**src/hdl/vrpd_pkg.sv**
```systemverilog
// Package for the vertical run pixel darken unit.
// Holds the shared constants, the item and store word types and the darker value function.
// No dependencies.
package vrpd_pkg;

  localparam int MAX_WIDTH = 2048;
  localparam int COL_W     = $clog2(MAX_WIDTH);
  localparam int WID_W     = 12;
  localparam int HGT_W     = 16;
  localparam int ROW_W     = HGT_W + 1;
  localparam int PIX_W     = 32;
  localparam int CFG_IDX_W = 2;

  localparam logic [CFG_IDX_W-1:0] CFG_THRESHOLD = 2'd0;
  localparam logic [CFG_IDX_W-1:0] CFG_WIDTH     = 2'd1;
  localparam logic [CFG_IDX_W-1:0] CFG_HEIGHT    = 2'd2;

  localparam logic CMD_PIXEL = 1'b0;
  localparam logic CMD_DRAIN = 1'b1;

  localparam logic [WID_W-1:0] WIDTH_RESET  = 12'd640;
  localparam logic [HGT_W-1:0] HEIGHT_RESET = 16'd480;

  localparam int Q_DEPTH = 4;
  localparam int Q_AW    = $clog2(Q_DEPTH);

  typedef struct packed {
    logic [COL_W-1:0] col;
    logic [PIX_W-1:0] pix;
    logic             flag;
    logic             in_window;
    logic             emit;
    logic             done;
  } item_t;

  typedef struct packed {
    logic   valid;
    item_t  item;
  } q_head_t;

  // One column of the row stores: final rows above, raw centre and raw row below.
  typedef struct packed {
    logic [PIX_W-1:0] f2;
    logic [PIX_W-1:0] f1;
    logic [PIX_W-1:0] rc;
    logic             rcf;
    logic [PIX_W-1:0] rb;
    logic             rbf;
  } col_word_t;

  localparam int WORD_W = $bits(col_word_t);

  typedef struct packed {
    logic [PIX_W-1:0] pixel;
    logic             frame_done;
  } result_t;

  function automatic logic [PIX_W-1:0] darker_value(input logic [PIX_W-1:0] thr);
    logic [7:0] c2;
    c2 = {1'b0, thr[7:1]};
    return 32'h0000_00FF + {8'h00, c2, c2, c2};
  endfunction

endpackage

```
**src/hdl/vrpd_front.sv**
```systemverilog
// Front end: tracks the raster position, accepts beats and classifies each item.
// Depends on vrpd_pkg.
module vrpd_front (
  input  logic                        clk,
  input  logic                        rst_n,
  input  logic                        push,
  input  logic                        in_cmd,
  input  logic [vrpd_pkg::PIX_W-1:0]  in_pixel,
  input  logic                        in_component,
  input  logic [vrpd_pkg::WID_W-1:0]  image_width,
  input  logic [vrpd_pkg::HGT_W-1:0]  image_height,
  input  logic                        q_full,
  output logic                        q_push,
  output vrpd_pkg::item_t             q_item
);

  logic [vrpd_pkg::COL_W-1:0] col_r, col_nxt;
  logic [vrpd_pkg::ROW_W-1:0] row_r, row_nxt;
  logic [vrpd_pkg::WID_W-1:0] w_eff;
  logic [vrpd_pkg::HGT_W-1:0] h_eff;
  logic                       wrap_col, wrap_row, col_ok, row_ok;

  always_comb begin
    if (image_width == '0) begin
      w_eff = vrpd_pkg::WID_W'(1);
    end else if (image_width > vrpd_pkg::WID_W'(vrpd_pkg::MAX_WIDTH)) begin
      w_eff = vrpd_pkg::WID_W'(vrpd_pkg::MAX_WIDTH);
    end else begin
      w_eff = image_width;
    end
    h_eff = (image_height == '0) ? vrpd_pkg::HGT_W'(1) : image_height;

    // Positions at or past a shrunken end wrap as if they were the last one.
    wrap_col = ({1'b0, col_r} + 12'd1) >= w_eff;
    wrap_row = ({1'b0, row_r} + 18'd1) >= ({2'b00, h_eff} + 18'd2);
    col_ok   = (col_r != '0) && (({2'b00, col_r} + 13'd2) <= {1'b0, w_eff});
    row_ok   = (row_r >= vrpd_pkg::ROW_W'(4)) &&
               (({1'b0, row_r} + 18'd1) <= {2'b00, h_eff});

    q_push           = push && !q_full;
    q_item.col       = col_r;
    q_item.pix       = (in_cmd == vrpd_pkg::CMD_DRAIN) ? '0 : in_pixel;
    q_item.flag      = (in_cmd == vrpd_pkg::CMD_DRAIN) ? 1'b0 : in_component;
    q_item.in_window = col_ok && row_ok;
    q_item.emit      = row_r >= vrpd_pkg::ROW_W'(2);
    q_item.done      = wrap_col && wrap_row;

    col_nxt = col_r;
    row_nxt = row_r;
    if (q_push) begin
      if (wrap_col) begin
        col_nxt = '0;
        row_nxt = wrap_row ? '0 : row_r + vrpd_pkg::ROW_W'(1);
      end else begin
        col_nxt = col_r + vrpd_pkg::COL_W'(1);
      end
    end
  end

  always_ff @(posedge clk) begin
    if (!rst_n) begin
      col_r <= '0;
      row_r <= '0;
    end else begin
      col_r <= col_nxt;
      row_r <= row_nxt;
    end
  end

endmodule

```
**config.mk**
```make
export PLATFORM = sky130hd
export DESIGN_NAME = vrpd_front
export DESIGN_NICKNAME = d
export VERILOG_FILES = /design/src/hdl/vrpd_pkg.sv /design/src/hdl/vrpd_front.sv
export SDC_FILE = /design/constraint.sdc
export NUM_CORES = 1
export LEC_CHECK = 0
export BUFFER_PORTS_ARGS = -buffer_cell sky130_fd_sc_hd__buf_2
export CORE_AREA = 2 2 87 105
export DETAILED_ROUTE_END_ITERATION = 12
export DIE_AREA = 0 0 89 107
export PLACE_DENSITY = 0.71
export SLEW_MARGIN = 20
export SYNTH_ARGS = -nofsm -noshare
export SYNTH_HDL_FRONTEND = slang
export SYNTH_SLANG_ARGS = --single-unit
```
**constraint.sdc**
```tcl
create_clock -name clk -period 7.4 [get_ports clk]
set_clock_uncertainty 0.15 [all_clocks]
set_input_delay 0.74 -clock clk [delete_from_list [all_inputs] [get_ports clk]]
set_output_delay 0.74 -clock clk [all_outputs]
set_load 0.01 [all_outputs]
```
== Word-level counts from Yosys, hierarchy flattened ==
Cells that the tools add are included.

* Shift-type cells: 0
* Add/sub/neg operators: 6
* Order comparisons: 7
* Bitwise operators: 0
* Divide/modulo/power cells: 0
* Equality and inequality tests: 0
* Multiplexer cells: 7
* Multiply operators: 0
* Reduce and logical (&&, ||, !) cells: 10

{| class="wikitable"
|+ Operators with widths
! cell !! number
|-
| 32-bit two-way mux || 1
|-
| 12-bit two-way mux || 2
|-
| 17-bit by 1-bit adder with 18-bit output (second input constant) || 1
|-
| 18-bit by 17-bit greater-or-equal comparator with 1-bit output || 1
|-
| 18-bit by 16-bit less-or-equal comparator with 1-bit output || 1
|-
| 16-bit by 2-bit adder with 17-bit output (second input constant) || 1
|-
| 17-bit by 1-bit adder with 17-bit output (second input constant) || 1
|-
| 17-bit by 2-bit greater-or-equal comparator with 1-bit output (second input constant) || 1
|-
| 17-bit by 3-bit greater-or-equal comparator with 1-bit output (second input constant) || 1
|-
| 17-bit two-way mux || 1
|-
| 16-bit logical NOT || 1
|-
| 16-bit two-way mux || 1
|-
| 11-bit by 1-bit adder with 12-bit output (second input constant) || 1
|-
| 11-bit by 2-bit adder with 12-bit output (second input constant) || 1
|-
| 12-bit greater-or-equal comparator || 1
|-
| 12-bit greater-than comparator (second input constant) || 1
|-
| 12-bit less-or-equal comparator || 1
|-
| 12-bit logical NOT || 1
|-
| 11-bit by 1-bit adder with 11-bit output (second input constant) || 1
|-
| 11-bit two-way mux || 1
|-
| 11-bit nonzero test || 1
|-
| 1-bit logical AND || 5
|-
| 2-bit AND reduction || 1
|-
| 1-bit logical NOT || 1
|-
| 1-bit two-way mux || 1
|}

* ROM bits: 0
* Register bits: 28
* Output and inout port bits: 48
* Memories kept: 0
* RAM bits: 0
* Bits of input ports: 66
* Bits in latches: 0

== Logic depth before layout (Yosys ltp) ==
Gate-level depths: netlist of the first run.

* Depth after elaboration: 6
* Mapped depth: 15
* Mapped depth without buffers: 13

== Worst setup path after synthesis of the first run ==
Ideal clock, no wire load.

* Path kind: input -> output
* Start: in image_height[5] (netlist name)
* End: out q_item[0] (netlist name)
* Stages: 13
* Buffers on the path: 2
* Data required time: 6.510 ns
* Data arrival time: 3.197 ns
* Setup slack: 3.313 ns
* Path through: and3_1 -> and3_1 -> nand2_1 -> or4_1 -> xnor2_1 -> ha_1 -> nand4_1 -> nor4_1 -> o22ai_1 -> and3_1 -> clkbuf_1 -> buf_2 -> a21oi_1

{| class="wikitable"
|+ RTL lines
! element !! RTL line !! RTL
|-
| from (decl) || vrpd_front.sv:11 || <nowiki>input logic [vrpd_pkg::HGT_W-1:0] image_height,</nowiki>
|-
| to (decl) || vrpd_front.sv:14 || <nowiki>output vrpd_pkg::item_t q_item</nowiki>
|}

==> results_dict.tcl, run 1 <==
set metrics [dict create \
    status "finished, final reports clean" \
    grt_max_degree 34 \
    slew_headroom_pct 28.77 \
    layout-area-overhead-vs-synth_pct 17.13 \
    start_kind "flop" \
    cts_made_buffers 3 \
    yosysUniqueCellTypes 44 \
    antenna_left 0 \
    path_class "flop to output pin" \
    ir_drop_mv 0.08816 \
    cts_tree "done" \
    setup_violations 0 \
    drc 0 \
    fmax_ghz 0.2091 \
    syn_area_per_cell_um2 7.290 \
    gp_congestion 0.8966 \
    min-delay-start "col_r[1]" \
    hold_viol_final 0 \
    finalNetCount 744 \
    firstDrtPassIters 5 \
    multi_input_area_um2 3064 \
    rsz0062_at_grt "no" \
    die-area_um2 9523 \
    clk_pin_slew_worst_paths_ns 0.10 \
    ctsHoldBuffers 0 \
    n_antenna_cell 0 \
    ys_seq_area_share_pct 14.65 \
    n_fill_cell 871 \
    power_density_nw_per_um2 75.82 \
    synth_async_sr_flop_share_pct 0 \
    fin_crit_sh_pct 64.61 \
    final_cell_mix "buf_2 (113), ha_1 (62), nand2_1 (53)" \
    endpoint_kind "output pin" \
    h-tree-depth 1 \
    synthesis.nets 653 \
    max-clock-path-buffers 2 \
    worstHoldEndpoint "col_r[1]" \
    row_count 37 \
    slew_violations 0 \
    holdPathStages 2 \
    finalCriticalPeriod_ns 4.782 \
    power.leakage_nw 2.198 \
    synth-edff-count 0 \
    r2r_cells 11 \
    hold_class "flop to flop" \
    die_w_um 89 \
    path_max_fanout 8 \
    io_pins 114 \
    reg2reg_from "col_r[4]" \
    drive_gt1_share_pct 20.36 \
    yosysWarnings 0 \
    io_buffer_count 113 \
    critPathArrivalTime_ns 3.89 \
    initial_utilization_pct 44.93 \
    wire_per_inst_um 15.11 \
    clkSinkCount 28 \
    routed_wl_um 11050 \
    reg2reg_setup_slack_ns 3.16 \
    cts_setup_buffers 0 \
    layout_commonest_cell "buf_2" \
    grt.total_usage_pct 23.18 \
    insertion_delay_ns 0.28 \
    ys.flop_type "dfxtp_1" \
    regArea_um2 560.5 \
    postSynthCellCount 525 \
    overflow 0 \
    hold_ws_ns 0.3849 \
    routed_via_density 5.752 \
    worst_pin_slew_ns 1.067 \
    vias 4205 \
    post_cts_resized 0 \
    r2r-end "row_r[12]" \
    grt_pass1_vias 3952 \
    grt_pass1_wl_um 17900 \
    antenna_found_initial 0 \
    root_buffer "clkbuf_8" \
    hpwlAfterDp_um 8995 \
    crit_required_ns 6.51 \
    maxCapViolCount 0 \
    die_h_um 107 \
    ys_ff_latch 28 \
    core_um2 8518 \
    synth_area_um2 3827 \
    drt_iter0_markers 322 \
    setup-tns-final_ns 0 \
]
-- sequential cells by signal (all words and copies together) (netlist names) --
signal and count:
col_r 11, row_r 17
-- report_power, final --
group / switching [W] / total, W / internal [W]
Combinational: 0.0000567 / 0.000101 / 0.0000439
Sequential: 0.00000140 / 0.000153 / 0.000151
Clock: 0.0000499 / 0.0000866 / 0.0000367
-- metal layers --
metal	part of all wire [%]	vias to the layer above	GRT usage (%)	wire (um)
met1	39	1961	26.21	4336
met3	4.8	26	2.848	526
met4	2.9	0	6.930	316
met2	53	142	43.98	5868
li1	-	2076	-	-
met5	0	-	0	0
-- worst max path at each step --
stage / from / endpoint / slack (ns) / cells past startpoint
after floorplan: image_height[5] / q_item[0] / 3.31 / 13
after global placement: image_height[3] / q_item[0] / 3.03 / 13
after detailed placement: image_height[3] / q_item[0] / 2.99 / 13
after CTS: row_r[0] / q_item[2] / 2.70 / 13
after global routing: row_r[2] / q_item[2] / 2.35 / 12
final: row_r[2] / q_item[2] / 2.62 / 11
-- cells by family after synthesis --
group / Yosys count / synth area share [%]
and+or+nand+nor: 253 / 35.34
adders and majority gates: 62 / 20.27
DFF: 28 / 14.65
xor gates and xnor gates: 45 / 10.30
AOI/OAI and AO/OA: 84 / 14.16
buffers and inverters: 53 / 5.296
-- worst max-delay path, stage by stage (launching register included) --
cell and delay [ns]:
dfxtp_1 0.51, nand3_2 0.16, nor2_1 0.48, and3_1 0.32
xor2_1 0.34, ha_1 0.33, a21o_1 0.19, a21oi_1 0.16
o21ai_0 0.11, a221o_1 0.36, a2111oi_0 0.43, buf_2 0.22
-- cell usage after synthesis, drive strengths merged, types with 2 or more instances --
cell    number  share of area (%)
buf          3               0.39
nor2b       40                6.5
xor2        18                4.1
nand3       38                5.1
dfxtp       28                 15
nor2        39                4.0
clkbuf      26                2.5
nor4b        2               0.46
and4         4               0.92
clkinv       2               0.20
inv         22                2.2
a211oi       3               0.59
nand2       53                5.2
xnor2       27                6.2
o211ai       2               0.39
o21a         6                1.2
and3        13                2.1
a31oi        3               0.49
nand2b       4               0.65
a21oi       31                4.1
nor4        13                2.1
ha          62                 20
o221ai       9                2.2
o21ai       17                2.2
or4          2               0.39
nand4       24                3.9
nand4b       8                1.8
a21o         5               0.98
nor3         9                1.2
-- metrics by stage --
| step | cell area, um^2 | worst slack (ns) | cells | util, % | total power [W] |
|---|---|---|---|---|---|
| after global placement | 4442 | 3.032 | 728 | 52.14 | 0.0002533 |
| final | 4483 | 2.619 | 731 | 52.63 | 0.0003399 |
| after detailed placement | 4442 | 2.994 | 728 | 52.14 | 0.0002565 |
| after floorplan | 3827 | 3.313 | 525 | - | 0.0002135 |
| after CTS | 4483 | 2.703 | 731 | 52.63 | 0.0003424 |
| after global routing | 4483 | 2.353 | 731 | 52.63 | 0.0003600 |
-- layout make-up --
| cell class | instances | area share (%) |
|---|---|---|
| Timing Repair Buffer | 115 | 12.95 |
| Clock buffer | 3 | 0.9210 |
| Sequential cell | 28 | 12.50 |
| Inverter | 24 | 2.009 |
| Multi-Input combinational cell | 444 | 68.35 |
| Tap cell | 117 | 3.265 |
No activity file was read; power rests on OpenSTA's default activity.
==> run 2, diff against run 1 <==
Settings changed: PLACE_DENSITY 0.71 to 0.74.
Clock period 7.4 ns to 3.99 ns, I/O delays scaled along.
==> run 2 against run 1 <==
Effect of this change:
- count of clock-buffer cells in the layout unchanged
- hold slack worse by 0.023 ns
- worst setup slack worse by 2.4 ns
- flip-flop and latch count unchanged
- total power up 84%
- non-clock buffer count up 17
- largest power group unchanged
- highest routed layer unchanged
==> results_dict.tcl, run 2 (synthesis results as in run 1) <==
set metrics [dict create \
    core_um2 8518 \
    finalCriticalPeriod_ns 3.808 \
    drt_iter0_markers 286 \
    slew_violations 0 \
    largest_reg_flops 17 \
    die_h_um 107 \
    endpoint_kind "output pin" \
    grt_pass1_wl_um 18550 \
    critPathArrivalTime_ns 3.26 \
    drc 0 \
    fin_crit_sh_pct 95.44 \
    start_kind "flop" \
    setup_violations 0 \
    die-area_um2 9523 \
    layout_commonest_cell "buf_2" \
    setup-tns-final_ns 0 \
    wire_per_inst_um 15.31 \
    row_count 37 \
    grt_pass1_vias 4077 \
    grt_max_degree 34 \
    setup_ws_ns 0.1818 \
    routed_wl_um 11470 \
    top_register "row_r" \
    crit_required_ns 3.44 \
    hold_class "flop to flop" \
    power_density_nw_per_um2 133.6 \
    path_class "flop to output pin" \
    ir_drop_mv 0.1037 \
    reg_top3 "row_r: 17 flops, col_r: 11 flops" \
    overflow 0 \
    fmax_ghz 0.2626 \
    antenna_found_initial 1 \
    path_max_fanout 6 \
    reg2reg_setup_slack_ns 0.34 \
    layout-area-overhead-vs-synth_pct 22.10 \
    maxCapViolCount 0 \
    io_buffer_count 113 \
    worst_pin_slew_ns 0.7214 \
    routed_via_density 5.628 \
    insertion_delay_ns 0.27 \
    antenna_left 0 \
    dpl_worst_slack_ns 0.06601 \
    drive_gt1_share_pct 24.25 \
    gp_congestion 0.8888 \
    slew_headroom_pct 51.74 \
    io_pins 114 \
    clkSinkCount 28 \
    status "finished, final reports clean" \
    firstDrtPassIters 4 \
    power.leakage_nw 2.301 \
    die_w_um 89 \
    hold_viol_final 0 \
    hpwlAfterDp_um 9436 \
    finalPower_w 0.0006245 \
    final_cell_mix "buf_2 (113), ha_1 (62), nand2_1 (53)" \
    vias 4215 \
    h-tree-depth 1 \
    cts_tree "done" \
    grt.total_usage_pct 23.88 \
    max-clock-path-buffers 2 \
    initial_utilization_pct 44.93 \
    cts_made_buffers 3 \
    root_buffer "clkbuf_8" \
    finalNetCount 761 \
    clk_pin_slew_worst_paths_ns 0.09 \
]
[run 2: changes by cell type in the layout (fill, tap and decap cells not counted), sizes merged]
cell	change
buf	+17
diode	+1
[run 2: where the power goes]
group | internal [W] | switching, W | total (W)
sequential | 0.000280 | 0.00000294 | 0.000283
clock | 0.0000676 | 0.0000812 | 0.000149
combinational | 0.0000835 | 0.000109 | 0.000193
[run 2: worst paths after layout]
| path | startpoint | cells past startpoint | to |
|---|---|---|---|
| worst max-delay path | row_r[3] | 12 | q_item[0] |
| worst min-delay path | row_r[1] | 2 | row_r[1] |
| worst max register to register | col_r[2] | 13 | row_r[16] |
| worst min register to register | row_r[1] | 2 | row_r[1] |
[run 2: layer usage]
layer	part of all wire, %	vias to the layer above	wire length, um	global-route usage [%]
li1	-	2103	-	-
met1	42	1946	4845	30.08
met2	51	140	5795	41.10
met3	5.1	26	588	2.386
met4	2.1	0	240	9.382
met5	0	-	0	0
[run 2: through the flow]
step | instances | util [%] | area (um^2) | hold slack (ns)
floorplan | 525 | - | 3827 | 0.3425
global placement | 743 | 53.47 | 4554 | 0.3804
detailed placement | 743 | 53.47 | 4554 | 0.3777
CTS | 747 | 54.10 | 4608 | 0.3903
global route | 748 | 54.83 | 4671 | 0.4176
finish | 749 | 54.86 | 4673 | 0.3618
[run 2: layout make-up]
class / instances / area (um^2)
clock buffers: 3 / 41.29
repair buffers: 132 / 708.2
inverters: 24 / 90.09
flip-flops and latches: 28 / 569.3
diodes: 1 / 2.502
well taps: 117 / 146.4
fillers: 823 / 3845
multi-input cells: 444 / 3115
[run 2: what timing repair did]
action                                  in CTS  in global routing
buffers inserted                             1                  1
endpoints found under the setup margin       2                  2
hold buffers                                 0                  0
pin swaps                                    0                  5
cloned                                       0                  0
resized for setup                            2                 12
[run 2: critical path, cell delays in order (launching register included)]
cell and delay [ns]:
dfxtp_2 0.38, nand3_2 0.13, or4_4 0.60, nor2_1 0.13, xor2_1 0.11, buf_4 0.15, ha_1 0.29, nand4b_1 0.13
nor4_2 0.31, o22ai_1 0.11, and3_2 0.27, a21oi_1 0.20, buf_2 0.18
