<file path="src/hdl/vrpd_pkg.sv">
// Package for the vertical run pixel darken unit.
// Holds the shared constants, the item and store word types and the darker value function.
// No dependencies.
package vrpd_pkg;

  localparam int MAX_WIDTH = 2048;
  localparam int COL_W     = $clog2(MAX_WIDTH);
  localparam int WID_W     = 12;
  localparam int HGT_W     = 16;
  localparam int ROW_W     = HGT_W + 1;
  localparam int PIX_W     = 32;
  localparam int CFG_IDX_W = 2;

  localparam logic [CFG_IDX_W-1:0] CFG_THRESHOLD = 2'd0;
  localparam logic [CFG_IDX_W-1:0] CFG_WIDTH     = 2'd1;
  localparam logic [CFG_IDX_W-1:0] CFG_HEIGHT    = 2'd2;

  localparam logic CMD_PIXEL = 1'b0;
  localparam logic CMD_DRAIN = 1'b1;

  localparam logic [WID_W-1:0] WIDTH_RESET  = 12'd640;
  localparam logic [HGT_W-1:0] HEIGHT_RESET = 16'd480;

  localparam int Q_DEPTH = 4;
  localparam int Q_AW    = $clog2(Q_DEPTH);

  typedef struct packed {
    logic [COL_W-1:0] col;
    logic [PIX_W-1:0] pix;
    logic             flag;
    logic             in_window;
    logic             emit;
    logic             done;
  } item_t;

  typedef struct packed {
    logic   valid;
    item_t  item;
  } q_head_t;

  // One column of the row stores: final rows above, raw centre and raw row below.
  typedef struct packed {
    logic [PIX_W-1:0] f2;
    logic [PIX_W-1:0] f1;
    logic [PIX_W-1:0] rc;
    logic             rcf;
    logic [PIX_W-1:0] rb;
    logic             rbf;
  } col_word_t;

  localparam int WORD_W = $bits(col_word_t);

  typedef struct packed {
    logic [PIX_W-1:0] pixel;
    logic             frame_done;
  } result_t;

  function automatic logic [PIX_W-1:0] darker_value(input logic [PIX_W-1:0] thr);
    logic [7:0] c2;
    c2 = {1'b0, thr[7:1]};
    return 32'h0000_00FF + {8'h00, c2, c2, c2};
  endfunction

endpackage

</file>
<file path="src/hdl/vrpd_queue.sv">
// Short queue of classified items between the front end and the back end.
// Depends on vrpd_pkg.
module vrpd_queue (
  input  logic            clk,
  input  logic            rst_n,
  input  logic            wr_en,
  input  vrpd_pkg::item_t wr_item,
  output logic            full,
  input  logic            rd_en,
  output vrpd_pkg::q_head_t head
);

  vrpd_pkg::item_t           slot_r [vrpd_pkg::Q_DEPTH];
  logic [vrpd_pkg::Q_AW-1:0] wr_ptr_r, wr_ptr_nxt, rd_ptr_r, rd_ptr_nxt;
  logic [vrpd_pkg::Q_AW:0]   count_r, count_nxt;

  always_comb begin
    full       = count_r == (vrpd_pkg::Q_AW+1)'(vrpd_pkg::Q_DEPTH);
    head.valid = count_r != '0;
    head.item  = slot_r[rd_ptr_r];
    wr_ptr_nxt = wr_en ? wr_ptr_r + vrpd_pkg::Q_AW'(1) : wr_ptr_r;
    rd_ptr_nxt = rd_en ? rd_ptr_r + vrpd_pkg::Q_AW'(1) : rd_ptr_r;
    count_nxt  = count_r + (vrpd_pkg::Q_AW+1)'(wr_en) - (vrpd_pkg::Q_AW+1)'(rd_en);
  end

  always_ff @(posedge clk) begin
    if (wr_en) begin
      slot_r[wr_ptr_r] <= wr_item;
    end
  end

  always_ff @(posedge clk) begin
    if (!rst_n) begin
      wr_ptr_r <= '0;
      rd_ptr_r <= '0;
      count_r  <= '0;
    end else begin
      wr_ptr_r <= wr_ptr_nxt;
      rd_ptr_r <= rd_ptr_nxt;
      count_r  <= count_nxt;
    end
  end

endmodule

</file>
<file path="config.mk">
export PLATFORM = sky130hd
export DESIGN_NAME = vrpd_queue
export DESIGN_NICKNAME = d
export VERILOG_FILES = /design/src/hdl/vrpd_pkg.sv /design/src/hdl/vrpd_queue.sv
export SDC_FILE = /design/constraint.sdc
export NUM_CORES = 1
export LEC_CHECK = 0
export BUFFER_PORTS_ARGS = -buffer_cell sky130_fd_sc_hd__buf_2
export CAP_MARGIN = 20
export CORE_MARGIN = 2
export CORE_UTILIZATION = 45
export DETAILED_ROUTE_END_ITERATION = 6
export PLACE_DENSITY = 0.64
export SLEW_MARGIN = 20
export SYNTH_ARGS = -nofsm -noshare
export SYNTH_HDL_FRONTEND = slang
export SYNTH_SLANG_ARGS = --single-unit
</file>
<file path="constraint.sdc">
create_clock -name clk -period 4.55 [get_ports clk]
set_input_delay 0.91 -clock clk [delete_from_list [all_inputs] [get_ports clk]]
set_output_delay 0.91 -clock clk [all_outputs]
set_load 0.02 [all_outputs]
</file>
# After elaboration in Yosys (flattened, before gate mapping)
# Memories as Yosys holds them, arrays and structs flattened. A register that Yosys moved wholly into a read port is not among the register bits.
# Index checks and enable logic that the tools add are counted.
[op_classes]
addsub = 4
eq_ne = 1
mux = 4
reduce_logical = 1
[ops]
columns = ["operator", "n"]
rows = [
  ["2-bit by 1-bit adder with 2-bit output (second input constant)", 2],
  ["2-bit two-way mux", 2],
  ["3-bit by 1-bit adder with 3-bit output", 1],
  ["3-bit equality test (second input constant)", 1],
  ["3-bit nonzero test", 1],
  ["3-bit by 1-bit subtractor with 3-bit output", 1],
  ["1-bit two-way mux", 2],
]
[word_totals]
register_bits = 7
mem_bits_rw = 188
input_bits = 51
out_inout_bits = 49
wordCells = 14
n_memories = 1
[mem_list]
columns = ["memory", "depth", "width", "rd", "rd_ports_with_merged_regs", "write_ports", "line_no", "text"]
rows = [
  ["slot_r", 4, 47, 1, 1, 1, "vrpd_queue.sv:13", "vrpd_pkg::item_t slot_r [vrpd_pkg::Q_DEPTH];"],
]

# Logic depth before layout (Yosys ltp)
# Gate-level depths: netlist of the first run.
[depth]
word_depth = 3
mapped_depth = 7
depth_no_buf = 7

# Least setup slack after synthesis of the first run
# Ideal clock, no wire load.
[synth_path]
path_kind = "input to register"
start = "input wr_en"
end = "memory slot_r[0][0] in the netlist's numbering (enable)"
arrival_ps = 2038
setup_slack_ps = 2103
cell_stages = 1
n_path_buf = 0
cell_sequence = "and2_1"
[synth_via]
elab_chain_cells = 2
[synth_rtl]
columns = ["element", "line_no", "text"]
rows = [
  ["start, declared", "vrpd_queue.sv:6", "input logic wr_en,"],
  ["1-bit two-way mux", "vrpd_queue.sv:27", "if (wr_en) begin"],
  ["1-bit two-way mux (implied by the code)", "vrpd_queue.sv:28", "slot_r[wr_ptr_r] <= wr_item;"],
  ["end, declared", "vrpd_queue.sv:13", ""],
]
# No other way between the ends.

==> results.md, run 1 <==
- Status: complete, no violations
- Hold WC Path Type: flip-flop to flip-flop
- Total GRT Usage: 15.5%
- Maximum clock path buffer count: 2
- Slew margin rel.: 43.2%
- CTS buffer count: 17
- Area of the multi-input gates: ~0.0013 sq mm
- Largest net degree at the start of global routing: 48
- Static Leak: roughly 0.0029 uW
- Register area share after synthesis: roughly 80%
- Crit path max fanout: 28
- WP data required: 3640 ps
- CTS tree: done
- Initial DRC Count: 159
- Unrepaired setup endpoints after global routing: false
- Setup Skew: 5.21 ps
- FF+latch area: between 0.005 and 0.006 sq mm
- R2R Setup Slk: 2510 ps
- Max_cap viols: 0
- Worst skew pair latency: 430 ps
- GRT met1 Usage: a little under a fifth
- Fmax: 312 MHz
- Final Hold Viols: 0
- Vias in the first global route: 3476
- Tcrit/Tclk final: between 70% and 80%
- Cell Area, Synth: 0.00725 sq mm
- Kind of critical path: flip-flop to primary output
- Die width: 131 um
- Clk slew on worst S/H paths: approximately 60 ps
- Post-cts sizing count: 0
- Final setup margin: roughly 1300 ps
- Power Density: 468 mW/mm^2
- Area Growth Syn to Fin: 18.1%
- Layout cell share with drive strength beyond 1: 44.3%
- Post-synthesis register bit count: 197
- GRT Max-Usage Layer: met2
- Detailed placement HPWL: approximately 7400 um
- Synth Warn #: 0
- Syn_area_per_cell: approximately 25 sq um
- DIE AREA: ~0.017 sq mm
- M3 GR Usage: roughly 5.3%
- Critical Path, Cell by Cell: buf_4 -> mux4_2 -> buf_2
- Bufs and invs on worst path: 2
- Worst path top cell family by delay: flip-flops
- Final Net Count: 460
- DRC: 0
- Post-Synthesis Cells: 288
- Setup TNS: 0 ps
- Type of element capturing the critical path: primary output
- VDD IR max: 0.255 mV
- DR pass1 iterations: 4
- Post-Route WL: around 12000 um
- Pin slew with the least headroom to its limit: about 850 ps
- Htree depth: 4
- Rows: 46
- Vias per cell: 5.11
- Chip Height: 131 um
- Post-place setup slack: 1740 ps
- CTS sink cnt: slightly below 200
- Average wire per cell in the routed design: just under 20 um
- Initial antenna violation count: 1
- Ys async rst share: 0%
- Area share of the largest cell type after synthesis: 77.9%
- Number of library cell types mapped by synthesis: 21
- Slowest CP cell: dfxtp_2
- Core Box Area: 0.0158 sq mm
- Synth area leader: edfxtp_1
- Grt total ovfl: 0
- Number of synthesized flops with an enable pin: 188
- GP Congestion: 0.660
- M2 GR Usage: between 20% and 30%
- I/O pins: 100
- Setup bufs post-CTS: 0
- Post-DRT Antenna Nets: 0
- Worst Setup Start Kind: flip-flop
- Crit path DAT: 2290 ps
- Slew Limit Fails: 0
- Initial Utilization: between 40% and 50%
- Ant. Diodes: 0
- Final setup vio count: 0
- Prevailing post-synth register cell: edfxtp_1
- Vias after detailed routing: 3213
- Minimum clock period: roughly 3200 ps
- Synth area leaders: edfxtp_1 (78%), mux4_2 (15%), dfxtp_1 (2.5%), ha_1 (1.0%), buf_12 (0.83%)
- Hold_buf cts: 0
- Global-route wire length before repair: 18700 um
- PortBufs: slightly below 100
- Mapped Nets: roughly 350
- Clk root buf: clkbuf_16
- Layout fillers: between 1000 and 1500
- Critical Path Max Stage Delay: 870 ps
## placed cells by master (no fill, tap or decap), drive strengths merged
cell	n
mux2i	1
a21oi	1
and3	1
ha	6
fa	1
a21bo	1
or3	1
and2	6
bufinv	3
clkbuf	20
xor3	1
inv	7
dfxtp	9
mux4	47
nand3b	1
edfxtp	188
buf	105
clkinvlp	2
clkinv	5
nor2	5
xnor2	2
## per-stage QoR
step                      cells  utilization, %  area (sq um)  total power (uW)  hold WS [ps]
after global placement      598            50.3          7960              2580           506
final                       629            54.1          8560              4010           539
after global routing        629            54.1          8560              4140           562
after floorplan             288               -          7250              2450           499
after CTS                   628            53.9          8530              4040           539
after detailed placement    598            50.3          7960              2600           525
## worst min-delay path, stage by stage (launching register included)
cell and delay (ps):
dfxtp_1 340, nand3b_1 90, a21oi_1 70
## cells by family (layout without fill, tap and decap cells)
family | after synthesis | after routing | synth area share (%)
AOI/OAI and AO/OA | 2 | 2 | 0.207
xor gates and xnor gates | 3 | 3 | 0.569
adders and majority gates | 7 | 7 | 1.31
buffers and inverters | 17 | 142 | 1.78
DFF | 197 | 197 | 80.3
muxes | 48 | 48 | 14.7
and+or+nand+nor | 14 | 14 | 1.05
## cell type report
cell class / instances / share of cell area [%]
multi-input combinational: 74 / 15.2
clock buffer: 20 / 5.10
timing repair buffer: 105 / 6.55
clock inverter: 10 / 1.56
inverter: 7 / 0.307
sequential: 197 / 68.1
tap: 216 / 3.16
## Yosys cell counts, drive strengths merged (2+ instances only)
master,count
nor2,5
buf,9
inv,7
xnor2,2
ha,6
mux4,47
and2,6
dfxtp,9
edfxtp,188
## registers in the layout, indices dropped and copies added, names as in the netlist, named ones only
register	flops
slot_r	188
rd_ptr_r	2
wr_ptr_r	2
count_r	3
## per-layer routing
| layer | vias to the layer above | part of all wire [%] | wire (um) |
|---|---|---|---|
| met5 | - | 0.10 | 13 |
| met4 | 2 | 1.1 | 135 |
| met3 | 13 | 4.8 | 599 |
| met2 | 72 | 53 | 6640 |
| met1 | 1689 | 41 | 5050 |
| li1 | 1437 | - | - |
## path summary, 6_finish.rpt
| check | startpoint | end | depth (start not counted) |
|---|---|---|---|
| setup / recovery | flip-flop | head[44] | 3 |
| hold / removal | rd_ptr_r[0] | flip-flop | 2 |
| setup reg to reg | wr_ptr_r[0] | slot_r[2][27] | 4 |
| hold reg to reg | rd_ptr_r[0] | flip-flop | 2 |
## where the power goes
part | switching [uW] | internal [uW]
clock | 598 | 854
sequential | 42.4 | 2080
combinational | 239 | 189
No activity file was read; power rests on OpenSTA's default activity.
==> run 2: changes to the inputs <==
--- a/config.mk
+++ b/config.mk
@@ -5,12 +5,13 @@
 export SDC_FILE = /design/constraint.sdc
 export NUM_CORES = 1
 export LEC_CHECK = 0
+export ABC_AREA = 1
 export BUFFER_PORTS_ARGS = -buffer_cell sky130_fd_sc_hd__buf_2
 export CAP_MARGIN = 20
 export CORE_MARGIN = 2
 export CORE_UTILIZATION = 45
 export DETAILED_ROUTE_END_ITERATION = 6
-export PLACE_DENSITY = 0.64
+export PLACE_DENSITY = 0.63
 export SLEW_MARGIN = 20
 export SYNTH_ARGS = -nofsm -noshare
 export SYNTH_HDL_FRONTEND = slang
==> constraint.sdc (replaced) <==
create_clock -name clk -period 2.95 [get_ports clk]
set_input_delay 0.59 -clock clk [delete_from_list [all_inputs] [get_ports clk]]
set_output_delay 0.59 -clock clk [all_outputs]
set_load 0.02 [all_outputs]
==> run 2 against run 1 <==
Area after synthesis rose by 12%. Utilization fell by 0.95 points. Global-route usage rose by 0.37 points. Non-clock buffer count rose by 5. Worst setup slack got worse by 930 ps. Critical endpoint is now head[38].
==> results.md, run 2 <==
- Status: complete, no violations (unchanged)
- Biggest register: slot_r (unchanged)
- Sequential cell fraction of total power: 51.8% (was 53.1%)
- Biggest registers after layout: slot_r: 188 flops, count_r: 3 flops (unchanged)
- Vias per cell: 4.92 (was 5.11)
- Area share of the largest cell type after synthesis: 69.4% (was 77.9%)
- VDD IR max: 0.416 mV (was 0.255 mV)
- Internal power: 4770 uW (was 3130 uW)
- Layout fillers: 1489 (was 1221)
- DR pass1 iterations: 4 (unchanged)
- PortBufs: 99 (unchanged)
- DIE AREA: 0.0192 sq mm (was 0.0171 sq mm)
- Crit path DAT: 1950 ps (was 2290 ps)
- Switching share of power: 24.2% (was 22.0%)
- Fmax: 394 MHz
- Core Box Area: 0.0178 sq mm (was 0.0158 sq mm)
- Largest register FFs: 188 (unchanged)
- CTS sink cnt: 197 (unchanged)
- Commonest non-fill, non-tap cell in the layout: edfxtp_1 (unchanged)
- Initial DRC Count: 206 (was 159)
- Rows: 49 (was 46)
- Number of library cell types mapped by synthesis: 22 (was 21)
- Hold WC Path Type: input port to flip-flop (was flip-flop to flip-flop)
- Worst path top cell family by delay: flip-flops (unchanged)
- Total GRT Usage: 15.9% (was 15.5%)
- Slew Limit Fails: 0 (unchanged)
- Mapped Nets: 662 (was 346)
- Most frequent cells in the layout: edfxtp_1 (188), inv_1 (104), buf_2 (99) (was edfxtp_1 (188), buf_2 (99), mux4_2 (47))
- Kind of critical path: flip-flop to primary output (unchanged)
- FF+latch area: 0.00583 sq mm (about the same)
- Reg2reg end: slot_r[0][43] (was slot_r[2][27])
- Unrepaired setup endpoints after global routing: false (unchanged)
- Cell Area, Synth: 0.00813 sq mm (was 0.00725 sq mm)
- Maximum clock path buffer count: 2 (unchanged)
- CTS buffer count: 17 (unchanged)
- Synth area leader: edfxtp_1 (unchanged)
- Type of element capturing the critical path: primary output (unchanged)
- I/O pins: 100 (unchanged)
- Htree depth: 4 (unchanged)
- WP data required: 2360 ps (was 3640 ps)
- Grt total ovfl: 0 (unchanged)
- Largest net degree at the start of global routing: 49 (was 48)
- Comb power frac: 11.0% (was 10.7%)
- Post-synth top cells: edfxtp_1 (188), inv_1 (108), nand2_1 (87), a21oi_1 (53), o211ai_2 (44) (was edfxtp_1 (188), mux4_2 (47), dfxtp_1 (9), inv_1 (7))
- Final setup vio count: 0 (unchanged)
- Global-route wire length before repair: 23600 um (was 18700 um)
- Setup TNS: 0 ps (unchanged)
- Area of the multi-input gates: 0.00164 sq mm (was 0.00130 sq mm)
- Design Power: 6290 uW (was 4010 uW)
- Worst Setup Start Kind: flip-flop (unchanged)
- R2R Setup Slk: 1190 ps (was 2510 ps)
- Inst Count DP: 912 (was 598)
- Most frequent cell after synthesis: edfxtp_1 (unchanged)
- Vias after detailed routing: 4650 (was 3213)
- Post-Route WL: 14600 um (was 12400 um)
- Post-DRT Antenna Nets: 0 (unchanged)
- Post-cts sizing count: 0 (unchanged)
- Worst r2r path cells: 5 (was 4)
- Chip Height: 138 um (was 131 um)
- Hold_buf cts: 0 (unchanged)
- CP Capture Point: head[38] (was head[44])
- Die width: 138 um (was 131 um)
- Critical Path Stages: 5 (was 3)
- Post-synthesis register bit count: 197 (unchanged)
- Crit path max fanout: 48 (was 28)
- Initial antenna violation count: 2 (was 1)
- Ys async rst share: 0% (unchanged)
- R2R Path Start: wr_ptr_r[0] (unchanged)
- Minimum clock period: between 2000 and 3000 ps
- Vias in the first global route: 4736 (was 3476)
- Layout cell share with drive strength beyond 1: 29.1% (was 44.3%)
- Clk root buf: clkbuf_16 (unchanged)
- Max_cap viols: 0 (unchanged)
- Pin slew with the least headroom to its limit: 647 ps (was 852 ps)
- Final Net Count: 760 (was 460)
- Initial Utilization: 45.6% (was 45.8%)
- Bufs and invs on worst path: 2 (unchanged)
- Average wire per cell in the routed design: 15.4 um (was 19.8 um)
- Clk slew on worst S/H paths: 70 ps (was 60 ps)
- Tcrit/Tclk final: 86.0%
- Post-Synthesis Cells: 604 (was 288)
- Fin cells: 945 (was 629)
- Critical Path, Cell by Cell: buf_12 -> a21oi_1 -> o21ai_1 -> nand2_1 -> buf_2 (was buf_4 -> mux4_2 -> buf_2)
- Detailed placement HPWL: 8790 um (was 7400 um)
- Prevailing post-synth register cell: edfxtp_1 (unchanged)
- Setup Skew: 10.6 ps (was 5.21 ps)
- Final Hold Viols: 0 (unchanged)
- Power Density: 664 mW/mm^2 (was 468 mW/mm^2)
- Area Growth Syn to Fin: 16.6% (was 18.1%)
- Syn_area_per_cell: 13.5 sq um (was 25.2 sq um)
- Critical Path Max Stage Delay: 730 ps (was 870 ps)
- Register area share after synthesis: 71.6% (was 80.3%)
- GP Congestion: 0.708 (was 0.660)
- Slew margin rel.: 56.8% (was 43.2%)
- Sw Pwr: 1530 uW (was 880 uW)
- DRC: 0 (unchanged)
- Worst skew pair latency: 430 ps (about the same)
- Setup bufs post-CTS: 0 (unchanged)
- Slowest CP cell: dfxtp_4 (was dfxtp_2)
- CTS tree: done (unchanged)
- Synth Warn #: 0 (unchanged)
- Synth area leaders: edfxtp_1 (69%), o211ai_2 (6.8%), inv_1 (5.0%), nand2_1 (4.0%), a21oi_1 (3.3%) (was edfxtp_1 (78%), mux4_2 (15%), dfxtp_1 (2.5%), ha_1 (1.0%), buf_12 (0.83%))
- Number of synthesized flops with an enable pin: 188 (unchanged)
- Clock share of power: 37.1% (was 36.2%)
- Static Leak: 0.00369 uW (was 0.00290 uW)
run 2: cell types whose count changed after synthesis, sizes merged, moves of 47 or more:
cell    before  now
a21oi        1   53
nand2        0  104
inv          7  110
mux4        47    0
o21ai        0   51
o211ai       0   47
run 2: power by group through the flow:
stage | logic, uW | clock network (uW) | registers (uW)
CTS | 710 | 2400 | 3260
global route | 771 | 2520 | 3270
finish | 695 | 2340 | 3260
global placement | 687 | 0 | 3320
detailed placement | 707 | 0 | 3320
floorplan | 490 | 0 | 3290
run 2: layout make-up:
cell class | instances | share of cell area [%]
flip-flops and latches | 197 | 61.5
multi-input cells | 266 | 17.3
repair buffers | 110 | 7.42
clock buffers | 17 | 4.49
inverters | 110 | 4.36
well taps | 229 | 3.02
clock inverters | 15 | 1.85
diodes | 1 | 0.0264
run 2: per-stage QoR:
step	hold WS, ps	util (%)	worst slack [ps]	area, sq um
after detailed placement	452	49.8	867	8880
after floorplan	441	-	1000	8130
after global placement	445	49.8	892	8880
after global routing	353	53.1	244	9480
after CTS	350	53.1	394	9480
final	370	53.1	413	9480
run 2: cell families (layout without fill, tap and decap cells):
| group | count (synthesis) | in the layout | synth area share, % |
|---|---|---|---|
| buffers and inverters | 141 | 252 | 8.20 |
| flip-flops | 197 | 197 | 71.6 |
| adder cells (fa/ha/maj) | 7 | 7 | 1.17 |
| AO/OA/AOI/OAI | 151 | 151 | 13.4 |
| AND/OR/NAND/NOR | 108 | 108 | 5.55 |
| other | 0 | 1 | 0 |
run 2: routing by layer:
layer  vias up  GRT usage (%)  share of wire (%)
li1       2286              -                  -
met1      2254           18.3                 42
met5         -              0               0.14
met3        17           5.68                5.8
met4         4           5.16                1.1
met2        89           27.6                 51
run 2: how the worst min path moves through the flow:
stage                startpoint             to  cells after the start
floorplan           rd_ptr_r[1]      flip-flop                      2
global placement    rd_ptr_r[1]      flip-flop                      2
detailed placement  rd_ptr_r[1]      flip-flop                      2
CTS                 wr_item[11]  slot_r[0][11]                      1
global route        wr_item[11]  slot_r[3][11]                      1
finish              wr_item[10]  slot_r[0][10]                      1
